$ cat src/rtl/icmp_reply_classifier_assert.svh
// Assertion macros for the ICMP reply classifier RTL.
// Define ASSERT_OFF to compile the checks out.
`ifndef ICMP_REPLY_CLASSIFIER_ASSERT_SVH
`define ICMP_REPLY_CLASSIFIER_ASSERT_SVH

`ifndef ASSERT_OFF

// Expression must hold at every clock edge out of reset
`define ICR_ASSERT_ALWAYS(label, clk, rst_n, expr) \
	label: assert property (@(posedge clk) disable iff (!rst_n) (expr)) \
		else $error("icr assertion failed");

// Antecedent at one edge implies consequent at the next edge
`define ICR_ASSERT_NEXT(label, clk, rst_n, ante, cons) \
	label: assert property (@(posedge clk) disable iff (!rst_n) (ante) |=> (cons)) \
		else $error("icr assertion failed");

`else

`define ICR_ASSERT_ALWAYS(label, clk, rst_n, expr)
`define ICR_ASSERT_NEXT(label, clk, rst_n, ante, cons)

`endif

`endif

$ cat src/rtl/icr_pkg.sv
package icr_pkg;

	// Packet geometry
	localparam int MAX_PACKET_BYTES = 2048;
	localparam int OFF_W            = $clog2(MAX_PACKET_BYTES);
	localparam int OFF_LAST         = MAX_PACKET_BYTES - 1;
	localparam int RECV_LIMIT       = 1500;
	localparam int LIMIT_W          = $clog2(RECV_LIMIT + 1);
	// Received length (offset + 1) and the offset compare width
	localparam int LEN_W            = (OFF_W + 1 > LIMIT_W) ? OFF_W + 1 : LIMIT_W;
	localparam int CMP_W            = (OFF_W > 8) ? OFF_W : 8;

	// Protocol codes
	localparam logic [7:0] PROTO_ICMP         = 8'd1;
	localparam logic [7:0] TYPE_ECHO_REPLY    = 8'd0;
	localparam logic [7:0] TYPE_TIME_EXCEEDED = 8'd11;

	// Configuration register indexes
	localparam int CFG_IDX_W = 8;
	localparam logic [CFG_IDX_W-1:0] REG_OWN_IDENTIFIER    = 8'd0;
	localparam logic [CFG_IDX_W-1:0] REG_EXPECTED_SEQUENCE = 8'd1;

	typedef enum logic [1:0] {
		VERDICT_IGNORED       = 2'd0,
		VERDICT_ECHO_REPLY    = 2'd1,
		VERDICT_TIME_EXCEEDED = 2'd2
	} verdict_t;

	// Per-packet parse state
	typedef struct packed {
		logic [OFF_W-1:0] offset;
		logic [5:0]       hdr_len;
		logic             outer_icmp;
		logic [7:0]       msg_type;
		logic [15:0]      outer_ident;
		logic [15:0]      outer_seq;
		logic             inner_icmp;
		logic [5:0]       inner_hdr_len;
		logic [15:0]      inner_ident;
		logic [15:0]      inner_seq;
		logic [31:0]      src;
	} fields_t;

endpackage

$ cat src/rtl/icr_field_tracker.sv
// Walks the packet byte offsets and captures header and ICMP fields.
// cur shows the fields with the current byte already applied.
module icr_field_tracker (
	input  logic              clk,
	input  logic              arst_n,
	input  logic              advance,
	input  logic [7:0]        packet_byte,
	input  logic              last_byte,
	output icr_pkg::fields_t  cur
);

	icr_pkg::fields_t            fields_q;
	icr_pkg::fields_t            nx;
	icr_pkg::fields_t            adv_c;
	logic [icr_pkg::CMP_W-1:0]   off_c;
	logic [icr_pkg::CMP_W-1:0]   hl_c;
	logic [icr_pkg::CMP_W-1:0]   p_c;
	logic [icr_pkg::CMP_W-1:0]   q_c;
	logic [icr_pkg::OFF_W-1:0]   off_next;

	// Apply the current byte to whatever field sits at its offset
	always_comb begin
		nx    = fields_q;
		off_c = icr_pkg::CMP_W'(fields_q.offset);

		if (fields_q.offset == '0) begin
			nx.hdr_len = {packet_byte[3:0], 2'b00};
		end
		hl_c = icr_pkg::CMP_W'(nx.hdr_len);
		p_c  = hl_c + icr_pkg::CMP_W'(8);
		// inner length only changes at p, and q is used only past p
		q_c  = p_c + icr_pkg::CMP_W'(fields_q.inner_hdr_len);

		if (off_c == icr_pkg::CMP_W'(9)) begin
			nx.outer_icmp = (packet_byte == icr_pkg::PROTO_ICMP);
		end
		if (off_c >= icr_pkg::CMP_W'(12) && off_c <= icr_pkg::CMP_W'(15)) begin
			unique case (off_c[1:0])
				2'd0: nx.src[31:24] = packet_byte;
				2'd1: nx.src[23:16] = packet_byte;
				2'd2: nx.src[15:8]  = packet_byte;
				2'd3: nx.src[7:0]   = packet_byte;
				default: nx.src = fields_q.src;
			endcase
		end

		// Outer ICMP header
		if (off_c == hl_c) nx.msg_type = packet_byte;
		if (off_c == hl_c + icr_pkg::CMP_W'(4)) nx.outer_ident[7:0]  = packet_byte;
		if (off_c == hl_c + icr_pkg::CMP_W'(5)) nx.outer_ident[15:8] = packet_byte;
		if (off_c == hl_c + icr_pkg::CMP_W'(6)) nx.outer_seq[7:0]    = packet_byte;
		if (off_c == hl_c + icr_pkg::CMP_W'(7)) nx.outer_seq[15:8]   = packet_byte;

		// Quoted inner IP header and its ICMP header
		if (off_c == p_c) nx.inner_hdr_len = {packet_byte[3:0], 2'b00};
		if (off_c == p_c + icr_pkg::CMP_W'(9)) begin
			nx.inner_icmp = (packet_byte == icr_pkg::PROTO_ICMP);
		end
		if (off_c > p_c) begin
			if (off_c == q_c + icr_pkg::CMP_W'(4)) nx.inner_ident[7:0]  = packet_byte;
			if (off_c == q_c + icr_pkg::CMP_W'(5)) nx.inner_ident[15:8] = packet_byte;
			if (off_c == q_c + icr_pkg::CMP_W'(6)) nx.inner_seq[7:0]    = packet_byte;
			if (off_c == q_c + icr_pkg::CMP_W'(7)) nx.inner_seq[15:8]   = packet_byte;
		end
	end

	// Offset stops at the last slot of the largest packet
	assign off_next = (fields_q.offset == icr_pkg::OFF_W'(icr_pkg::OFF_LAST)) ?
		fields_q.offset : fields_q.offset + icr_pkg::OFF_W'(1);

	// Next register contents: applied fields with the offset stepped
	always_comb begin
		adv_c        = nx;
		adv_c.offset = off_next;
	end

	// State register, cleared after each final byte
	always_ff @(posedge clk or negedge arst_n) begin
		if (!arst_n) begin
			fields_q <= '0;
		end else if (advance) begin
			if (last_byte) begin
				fields_q <= '0;
			end else begin
				fields_q <= adv_c;
			end
		end
	end

	assign cur = nx;

endmodule

$ cat src/rtl/icr_matcher.sv
// Final-byte classification from the parsed fields and the probe registers.
module icr_matcher (
	input  icr_pkg::fields_t  cur,
	input  logic [15:0]       own_identifier,
	input  logic [15:0]       expected_sequence,
	output icr_pkg::verdict_t verdict
);

	logic [icr_pkg::LEN_W-1:0] len_raw;
	logic [icr_pkg::LEN_W-1:0] len_c;
	logic [icr_pkg::LEN_W-1:0] need_outer;
	logic [icr_pkg::LEN_W-1:0] need_inner;

	// Received length, clipped at the receive buffer size
	assign len_raw = icr_pkg::LEN_W'(cur.offset) + icr_pkg::LEN_W'(1);
	assign len_c   = (len_raw > icr_pkg::LEN_W'(icr_pkg::RECV_LIMIT)) ?
		icr_pkg::LEN_W'(icr_pkg::RECV_LIMIT) : len_raw;

	assign need_outer = icr_pkg::LEN_W'(cur.hdr_len) + icr_pkg::LEN_W'(8);
	assign need_inner = icr_pkg::LEN_W'(cur.hdr_len) + icr_pkg::LEN_W'(16) +
		icr_pkg::LEN_W'(cur.inner_hdr_len);

	// Echo reply wins over time exceeded
	always_comb begin
		verdict = icr_pkg::VERDICT_IGNORED;
		if (cur.outer_icmp && len_c >= need_outer) begin
			priority if (cur.msg_type == icr_pkg::TYPE_ECHO_REPLY &&
				cur.outer_seq == expected_sequence &&
				cur.outer_ident == own_identifier) begin
				verdict = icr_pkg::VERDICT_ECHO_REPLY;
			end else if (cur.msg_type == icr_pkg::TYPE_TIME_EXCEEDED &&
				cur.inner_icmp && len_c >= need_inner &&
				cur.inner_seq == expected_sequence &&
				cur.inner_ident == own_identifier) begin
				verdict = icr_pkg::VERDICT_TIME_EXCEEDED;
			end else begin
				verdict = icr_pkg::VERDICT_IGNORED;
			end
		end
	end

endmodule

$ cat src/rtl/icmp_reply_classifier.sv
// ICMP reply classifier: takes a received IPv4 packet one byte per cycle, last byte marked,
// and gives one result per packet: a verdict (ignored, matching echo reply, matching time
// exceeded) and the outer source address. Bytes are taken every cycle back to back; a byte
// passes an input register, then the field tracker and matcher, and the result sits in an
// output register. Only a final byte waits on a result still stalled at the output.
// own_identifier and expected_sequence are written over the cfg port (always ready) and
// are compared low byte first as on the wire; write them only between packets.
`include "icmp_reply_classifier_assert.svh"

module icmp_reply_classifier (
	input  logic                           clk,
	input  logic                           arst_n,
	// Packet byte channel
	input  logic                           in_valid,
	output logic                           in_stall,
	input  logic [7:0]                     packet_byte,
	input  logic                           last_byte,
	// Result channel
	output logic                           out_valid,
	input  logic                           out_stall,
	output logic [1:0]                     verdict,
	output logic [31:0]                    source_address,
	// Configuration writes
	input  logic                           cfg_valid,
	output logic                           cfg_ready,
	input  logic [icr_pkg::CFG_IDX_W-1:0]  cfg_index,
	input  logic [15:0]                    cfg_data
);

	logic              valid_s1;
	logic [7:0]        byte_s1;
	logic              last_s1;
	logic              advance;
	logic [15:0]       own_ident_q;
	logic [15:0]       exp_seq_q;
	logic              out_valid_q;
	icr_pkg::verdict_t verdict_q;
	logic [31:0]       source_q;
	icr_pkg::fields_t  cur;
	icr_pkg::verdict_t verdict_c;

	// Only a final byte can be held back, by a stalled result
	assign in_stall = valid_s1 && last_s1 && out_valid_q && out_stall;
	assign advance  = valid_s1 && !in_stall;

	// Input register
	always_ff @(posedge clk or negedge arst_n) begin
		if (!arst_n) begin
			valid_s1 <= 1'b0;
		end else if (!in_stall) begin
			valid_s1 <= in_valid;
		end
	end

	always_ff @(posedge clk) begin
		if (in_valid && !in_stall) begin
			byte_s1 <= packet_byte;
			last_s1 <= last_byte;
		end
	end

	// Configuration registers
	assign cfg_ready = 1'b1;

	always_ff @(posedge clk or negedge arst_n) begin
		if (!arst_n) begin
			own_ident_q <= 16'd0;
			exp_seq_q   <= 16'd1;
		end else if (cfg_valid && cfg_ready) begin
			if (cfg_index == icr_pkg::REG_OWN_IDENTIFIER) own_ident_q <= cfg_data;
			if (cfg_index == icr_pkg::REG_EXPECTED_SEQUENCE) exp_seq_q <= cfg_data;
		end
	end

	icr_field_tracker u_tracker (
		.clk         (clk),
		.arst_n      (arst_n),
		.advance     (advance),
		.packet_byte (byte_s1),
		.last_byte   (last_s1),
		.cur         (cur)
	);

	icr_matcher u_matcher (
		.cur               (cur),
		.own_identifier    (own_ident_q),
		.expected_sequence (exp_seq_q),
		.verdict           (verdict_c)
	);

	// Result register
	always_ff @(posedge clk or negedge arst_n) begin
		if (!arst_n) begin
			out_valid_q <= 1'b0;
		end else if (advance && last_s1) begin
			out_valid_q <= 1'b1;
		end else if (!out_stall) begin
			out_valid_q <= 1'b0;
		end
	end

	always_ff @(posedge clk) begin
		if (advance && last_s1) begin
			verdict_q <= verdict_c;
			source_q  <= cur.src;
		end
	end

	assign out_valid      = out_valid_q;
	assign verdict        = verdict_q;
	assign source_address = source_q;

	// A final byte always yields a result in the next cycle
	`ICR_ASSERT_NEXT(a_last_gives_result, clk, arst_n, advance && last_s1, out_valid_q)
	// A non-final byte never creates a result
	`ICR_ASSERT_NEXT(a_no_spurious_result, clk, arst_n,
		advance && !last_s1 && !(out_valid_q && out_stall), !out_valid_q)
	// Back-pressure only ever holds a final byte behind a stalled result
	`ICR_ASSERT_ALWAYS(a_stall_reason, clk, arst_n,
		!in_stall || (valid_s1 && last_s1 && out_valid_q))
	// A verdict code never leaves the defined set
	`ICR_ASSERT_ALWAYS(a_verdict_code, clk, arst_n,
		!out_valid_q || verdict_q != 2'd3)

endmodule

$ cat config.mk
export PLATFORM = sky130hd
export DESIGN_NAME = icmp_reply_classifier
export DESIGN_NICKNAME = d
export VERILOG_FILES = /design/src/rtl/icr_pkg.sv /design/src/rtl/icr_field_tracker.sv /design/src/rtl/icr_matcher.sv /design/src/rtl/icmp_reply_classifier.sv
export VERILOG_INCLUDE_DIRS = /design/src /design/src/rtl
export SDC_FILE = /design/constraint.sdc
export NUM_CORES = 1
export LEC_CHECK = 0
export BUFFER_PORTS_ARGS = -buffer_cell sky130_fd_sc_hd__buf_2
export CAP_MARGIN = 20
export CORE_UTILIZATION = 50
export DETAILED_ROUTE_END_ITERATION = 16
export GPL_ROUTABILITY_DRIVEN = 1
export GPL_TIMING_DRIVEN = 0
export PLACE_DENSITY_LB_ADDON = 0.05
export SYNTH_ARGS = -nofsm -noshare
export SYNTH_HDL_FRONTEND = slang
export SYNTH_SLANG_ARGS = --single-unit
export TNS_END_PERCENT = 20
$ cat constraint.sdc
create_clock -name clk -period 9.15 [get_ports clk]
set_clock_uncertainty 0.05 [all_clocks]
set_input_delay 0 -clock clk [delete_from_list [all_inputs] [get_ports clk]]
set_output_delay 0 -clock clk [all_outputs]
set_load 0.03 [all_outputs]
**After elaboration in Yosys (flattened, before gate mapping)**

Cells that the tools add are included.

- Flip-flop bits (word level): 206
- Input bits: 38
- Logic and storage cells: 117

- $add $sub $neg: 16
- Order comparisons: 6
- Equal/unequal tests: 25
- Multiplexer cells: 26
- Bitwise operators: 1
- Reductions and logical operators: 23

Operators by type and width:

| operator | number |
|---|---|
| 2-to-1 mux 129 bit | 1 |
| equality test 11 bit | 10 |
| 2-to-1 mux 8 bit | 13 |
| equality test 16 bit | 4 |
| 2-to-1 mux 32 bit | 2 |
| adder 11 x 3 -> 11 bit, second input constant | 4 |
| adder 6 x 3 -> 7 bit, second input constant | 4 |
| >= comparator 12 bit | 2 |
| equality test 8 x 1 -> 1 bit, second input constant | 2 |
| logical NOT 8 bit | 2 |
| adder 6 x 4 -> 7 bit, second input constant | 2 |
| logical AND 1 bit | 14 |
| adder 11 x 1 -> 12 bit, second input constant | 1 |
| adder 12 x 6 -> 12 bit | 1 |
| greater-than comparator 12 x 11 -> 1 bit, second input constant | 1 |
| 2-to-1 mux 12 bit | 1 |
| 2-to-1 mux 6 bit | 2 |
| adder 11 x 1 -> 11 bit, second input constant | 1 |
| adder 11 x 4 -> 11 bit, second input constant | 1 |
| adder 11 x 6 -> 11 bit | 1 |
| equality test 11 bit, second input constant | 1 |
| equality test 11 x 4 -> 1 bit, second input constant | 1 |
| equality test 11 x 6 -> 1 bit | 1 |
| >= comparator 11 x 4 -> 1 bit, second input constant | 1 |
| other kinds (17) | 24 |

**Logic depth before layout (Yosys ltp)**

- Depth in word-level cells: 13
- Gate-level depth with buffers: 29
- Mapped depth without buffers: 28

**Cells and area by module**

From an unflattened synthesis, not the netlist that was laid out.

- Cell total of the unflattened synthesis: 1305
- Area total of the unflattened synthesis: 13688.1 um^2

By module, submodules not included:

| module | instances | cells each | area each (um^2) | sequential area each (um^2) |
|---|---|---|---|---|
| icr_field_tracker | 1 | 952 | 9287.7 | 3228.1 |
| icmp_reply_classifier | 1 | 128 | 2677.6 | 2143.3 |
| icr_matcher | 1 | 225 | 1722.9 | 0.0 |

**Worst setup path after synthesis**

No wires, ideal clock.

- Kind: reg2reg
- From: reg u_tracker.fields_q, in the netlist u_tracker.off_c[1]
- To: reg verdict_q[1] (netlist: verdict[1]) (data pin)
- Library setup time: 0.170 ns
- Arrival: 6.332 ns
- Data required time: 8.930 ns
- Setup slack: 2.599 ns
- Cell stages (with the launch flop): 28
- Buffers on the path: 1
- Period minus slack after synthesis: 6.551 ns
- Cells stage by stage: dfrtp_1 > clkbuf_1 > inv_1 > ha_1 > or3b_2 > o31a_1 > or2_1 > ha_1 > xnor2_1 > ha_1 > nand4_1 > nor2_1 > mux2_2 > ha_1 > a21oi_1 > o21bai_1 > a21oi_1 > xor2_1 > ha_1 > o21ai_0 > a21oi_1 > nor3_1 > nor2_1 > nor3_1 > a2111oi_0 > nand2_1 > or4_1 > nor4_2

- Longest elaborated chain between the ends: 12
- Elaborated cells on any way between the ends: 63

RTL lines:

| what | RTL line | text |
|---|---|---|
| from (decl) | icr_field_tracker.sv:12 | `icr_pkg::fields_t fields_q;` |
| from (signal assigned) | icr_field_tracker.sv:85 | `fields_q <= adv_c;` |
| logical NOT 11 bit | icr_field_tracker.sv:26 | `if (fields_q.offset == '0) begin` |
| 2-to-1 mux 6 bit | icr_field_tracker.sv:26 |  |
| adder 6 x 4 -> 7 bit | icr_field_tracker.sv:30, icr_matcher.sv:19 |  |
| adder 11 x 6 -> 11 bit | icr_field_tracker.sv:32 | `q_c = p_c + icr_pkg::CMP_W'(fields_q.inner_hdr_len);` |
| adder 11 x 3 -> 11 bit, on equally long branches | icr_field_tracker.sv:62, icr_field_tracker.sv:63 |  |
| equality test 11 bit, on equally long branches | icr_field_tracker.sv:62, icr_field_tracker.sv:63 |  |
| 2-to-1 mux 8 bit, on equally long branches | icr_field_tracker.sv:62, icr_field_tracker.sv:63 |  |
| 2-to-1 mux 32 bit | icr_field_tracker.sv:59 | `if (off_c > p_c) begin` |
| equality test 16 bit | icr_matcher.sv:33 | `cur.inner_seq == expected_sequence &&` |
| logical AND 1 bit | icr_matcher.sv:32 | `cur.inner_icmp && len_c >= need_inner &&` |
| logical AND 1 bit | icr_matcher.sv:33 |  |
| 2-to-1 mux 2 bit | icr_matcher.sv:31 | `end else if (cur.msg_type == icr_pkg::TYPE_TIME_EXCEEDED &&` |
| to (signal assigned) | icmp_reply_classifier.sv:104 | `verdict_q <= verdict_c;` |
| to (decl) | icmp_reply_classifier.sv:37 | `icr_pkg::verdict_t verdict_q;` |

Several ways; a longest one is shown, not always the timed one.
A chain may end at the register's enable or synchronous reset.

**Worst setup path after layout**

Same ends and word-level chain as after synthesis.

==> flow_summary.json <==
{
  "fin_util": 0.5860,
  "hp-class": "in -> reg",
  "grt_start_max_net_pins": 95,
  "worstSetupPathType": "reg -> reg",
  "ys_seq_area_frac": 0.4078,
  "pwr-share-comb": 0.311,
  "dp_hpwl_um": 31140,
  "yosys_warnings": 0,
  "maxSlewViolCount": 0,
  "p_seq_frac": 0.361,
  "setup_violations": 0,
  "gp_congestion": 0.9762,
  "endpoint_kind": "flip-flop",
  "wl_um": 44530,
  "dr.pass1.iters": 6,
  "period_share": 0.9433,
  "path_delay_family": "simple AND/OR/NAND/NOR gates",
  "setup_tns_ns": 0,
  "gr-usage-all-layers": 0.3340,
  "clock_sinks": 206,
  "grt_antenna_before_repair": 0,
  "port_buffers": 73,
  "synth-edff-count": 43,
  "layout_setup_ws_ns": 0.5187,
  "fin_area_mm2": 0.01523,
  "outcome": "completed",
  "place.detailed.instances": 1830,
  "cap_viol_max_count": 0,
  "fmax_ghz": 0.1159,
  "cts_tree": "done",
  "cpMostUsedCell": "ha_1",
  "synth_cells": 1420,
  "path_clk_slew_ns": 0.06,
  "viasPerCell": 6.289,
  "mostFrequentLayoutCell": "nand2_1",
  "crit_required_ns": 9.44,
  "critPathBufInv": 3,
  "min_from": "cfg_index[5]",
  "cp_max_fo": 8,
  "nets": 1653,
  "grt_setup_unrepaired": "false",
  "async_flop_share": 0.7913,
  "arrival_ns": 8.93,
  "slew_headroom": 0.2941,
  "cts_buffer_depth": 3,
  "grt_pass1_wl_um": 67640,
  "swShare": 0.3491,
  "dr_total_vias": 11999,
  "cts_htree_levels": 1,
  "finalCriticalPeriod_ns": 8.631,
  "grt_overflow_total": 0,
  "p_leak_nw": 6.596,
  "ys_ff_latch": 206,
  "max_stage_delay_ns": 0.65,
  "syn_nets": 1519,
  "initialDrtViolationCount": 1539,
  "initial_core_util": 0.5069,
  "cts_buffers": 24,
  "most-common-layout-cells": "nand2_1, dfrtp_1, o21ai_0, buf_2, clkbuf_1",
  "fill_cells": 2356,
  "power.density_mw_per_mm2": 207.4,
  "syn_to_final_growth_pct": 15.62,
  "root_buffer": "clkbuf_16",
  "synth.distinct_cells": 88,
  "power.share.clock": 0.328,
  "clock_latency_ns": 0.55,
  "vdd.ir_drop.worst_v": 0.0002158,
  "avgSynthCellArea_um2": 9.276,
  "dp_slack_ns": 0.1600,
  "row_count": 59,
  "hold_viol": 0,
  "place_area_mm2": 0.01403,
  "final_cells": 1908,
  "die_w_um": 164.3,
  "io_pins": 75,
  "drcViolationCount": 0,
  "cp_slowest_cell": "a2111oi_0",
  "worstSetupStartpointType": "flip-flop",
  "die_area_mm2": 0.02700,
  "cellInternalPower_w": 0.002056,
  "grt_pass1_vias": 11271,
  "ant_nets": 0,
  "core_mm2": 0.02598,
  "die_h_um": 164.3,
  "startpoint": "u_tracker.off_c[1]$_DFFE_PN0P_",
  "synth_ff_type": "dfrtp_1",
  "switchingPower_w": 0.001103,
  "synth_area_mm2": 0.01317,
  "reg2reg_from": "u_tracker.off_c[1]$_DFFE_PN0P_",
  "wl_per_cell_um": 23.34,
  "tightest_slew_ns": 1.059,
  "drive_above_1_share": 0.1152
}
-- worst paths after layout --
check	slack, ns	depth (start not counted)	end
setup / recovery	0.52	28	verdict[1]$_SDFFCE_PP0P_
hold / removal	0.05	4	exp_seq_q[3]$_DFFE_PN0P_
max in group asynchronous	7.96	4	u_tracker.fields_q[117]$_DFFE_PN0P_
min in group asynchronous	0.53	3	exp_seq_q[0]$_DFFE_PN1P_
setup reg to reg	0.52	28	verdict[1]$_SDFFCE_PP0P_
hold reg to reg	0.43	1	u_tracker.fields_q[113]$_DFFE_PN0P_
-- per-stage QoR --
step	hold slack (ns)	power, W
2_1_floorplan	-0.3456	0.001822
3_3_place_gp	0.1274	0.002075
3_5_place_dp	-0.06789	0.002095
4_1_cts	0.03032	0.003144
6_report	0.04646	0.003158
5_1_grt	0.05102	0.003309
-- what timing repair did --
item | in CTS | in global routing
setup buffers | 0 | 0
endpoints found under the hold margin | 219 | 0
setup endpoints to repair | 0 | 1
hold buffers | 33 | 0
gates resized for setup | 0 | 2
-- cell type report --
| type | count | area, um2 | share of cell area |
|---|---|---|---|
| Multi-Input combinational cell | 1057 | 7204 | 0.4731 |
| Sequential cell | 206 | 5371 | 0.3527 |
| Timing Repair Buffer | 108 | 770.7 | 0.05061 |
| Clock buffer | 28 | 625.6 | 0.04108 |
| Tap cell | 335 | 419.2 | 0.02752 |
| Buffer | 91 | 376.6 | 0.02473 |
| Inverter | 66 | 247.7 | 0.01627 |
| Clock inverter | 15 | 207.7 | 0.01364 |
| Antenna cell | 2 | 5.005 | 0.0003286 |
-- worst register-to-register path, delay by kind of cell (launching register included) --
kind,cells,cell delay (ns)
AOI/OAI and AO/OA,6,1.38
xor gates and xnor gates,2,0.54
adders and majority gates,5,1.49
buffers and inverters,3,1.07
DFF,1,0.44
muxes,2,1.02
and+or+nand+nor,10,2.46
-- synthesized netlist by cell type, drive strengths merged, types with 30 or more instances --
library cell / number / area share
a21oi: 48 / 0.018
a22o: 36 / 0.024
a22oi: 65 / 0.037
clkbuf: 71 / 0.020
dfrtp: 162 / 0.31
edfxtp: 43 / 0.098
ha: 59 / 0.056
inv: 65 / 0.019
mux2: 34 / 0.029
mux2i: 30 / 0.023
nand2: 176 / 0.050
nor2: 60 / 0.017
o21ai: 148 / 0.058
o22ai: 33 / 0.016
xnor2: 54 / 0.036
xor2: 39 / 0.026
-- sequential cells by signal, summed over array words and instances (netlist names) --
register / count
u_tracker.fields_q: 118
source_address: 32
exp_seq_q: 16
own_ident_q: 16
u_tracker.off_c: 11
byte_s1: 8
verdict: 2
last_s1: 1
out_valid: 1
valid_s1: 1
-- logic make-up after synthesis --
| kind of cell | Yosys count | synth area share |
|---|---|---|
| AO/OA/AOI/OAI | 441 | 0.2230 |
| XOR/XNOR | 94 | 0.06355 |
| adder cells (fa/ha/maj) | 61 | 0.05909 |
| buffers and inverters | 157 | 0.04740 |
| flip-flops | 206 | 0.4078 |
| multiplexers | 64 | 0.05215 |
| other | 1 | 0.0002847 |
| AND/OR/NAND/NOR | 396 | 0.1468 |
-- power by group through the flow --
stage / combinational, W / clock, W / sequential (W)
final: 0.000984 / 0.00104 / 0.00114
after CTS: 0.000962 / 0.00105 / 0.00113
after global routing: 0.00108 / 0.00108 / 0.00115
after global placement: 0.000929 / 0 / 0.00115
after detailed placement: 0.000946 / 0 / 0.00115
after floorplan: 0.000689 / 0 / 0.00113
-- metal layers --
layer,share of wire,GRT usage,vias to the layer above
li1,-,-,5478
met1,0.45,0.4862,5835
met2,0.44,0.5046,570
met3,0.081,0.04697,116
met4,0.033,0.1170,0
met5,0,0,-
No activity file was read; power rests on OpenSTA's default activity.
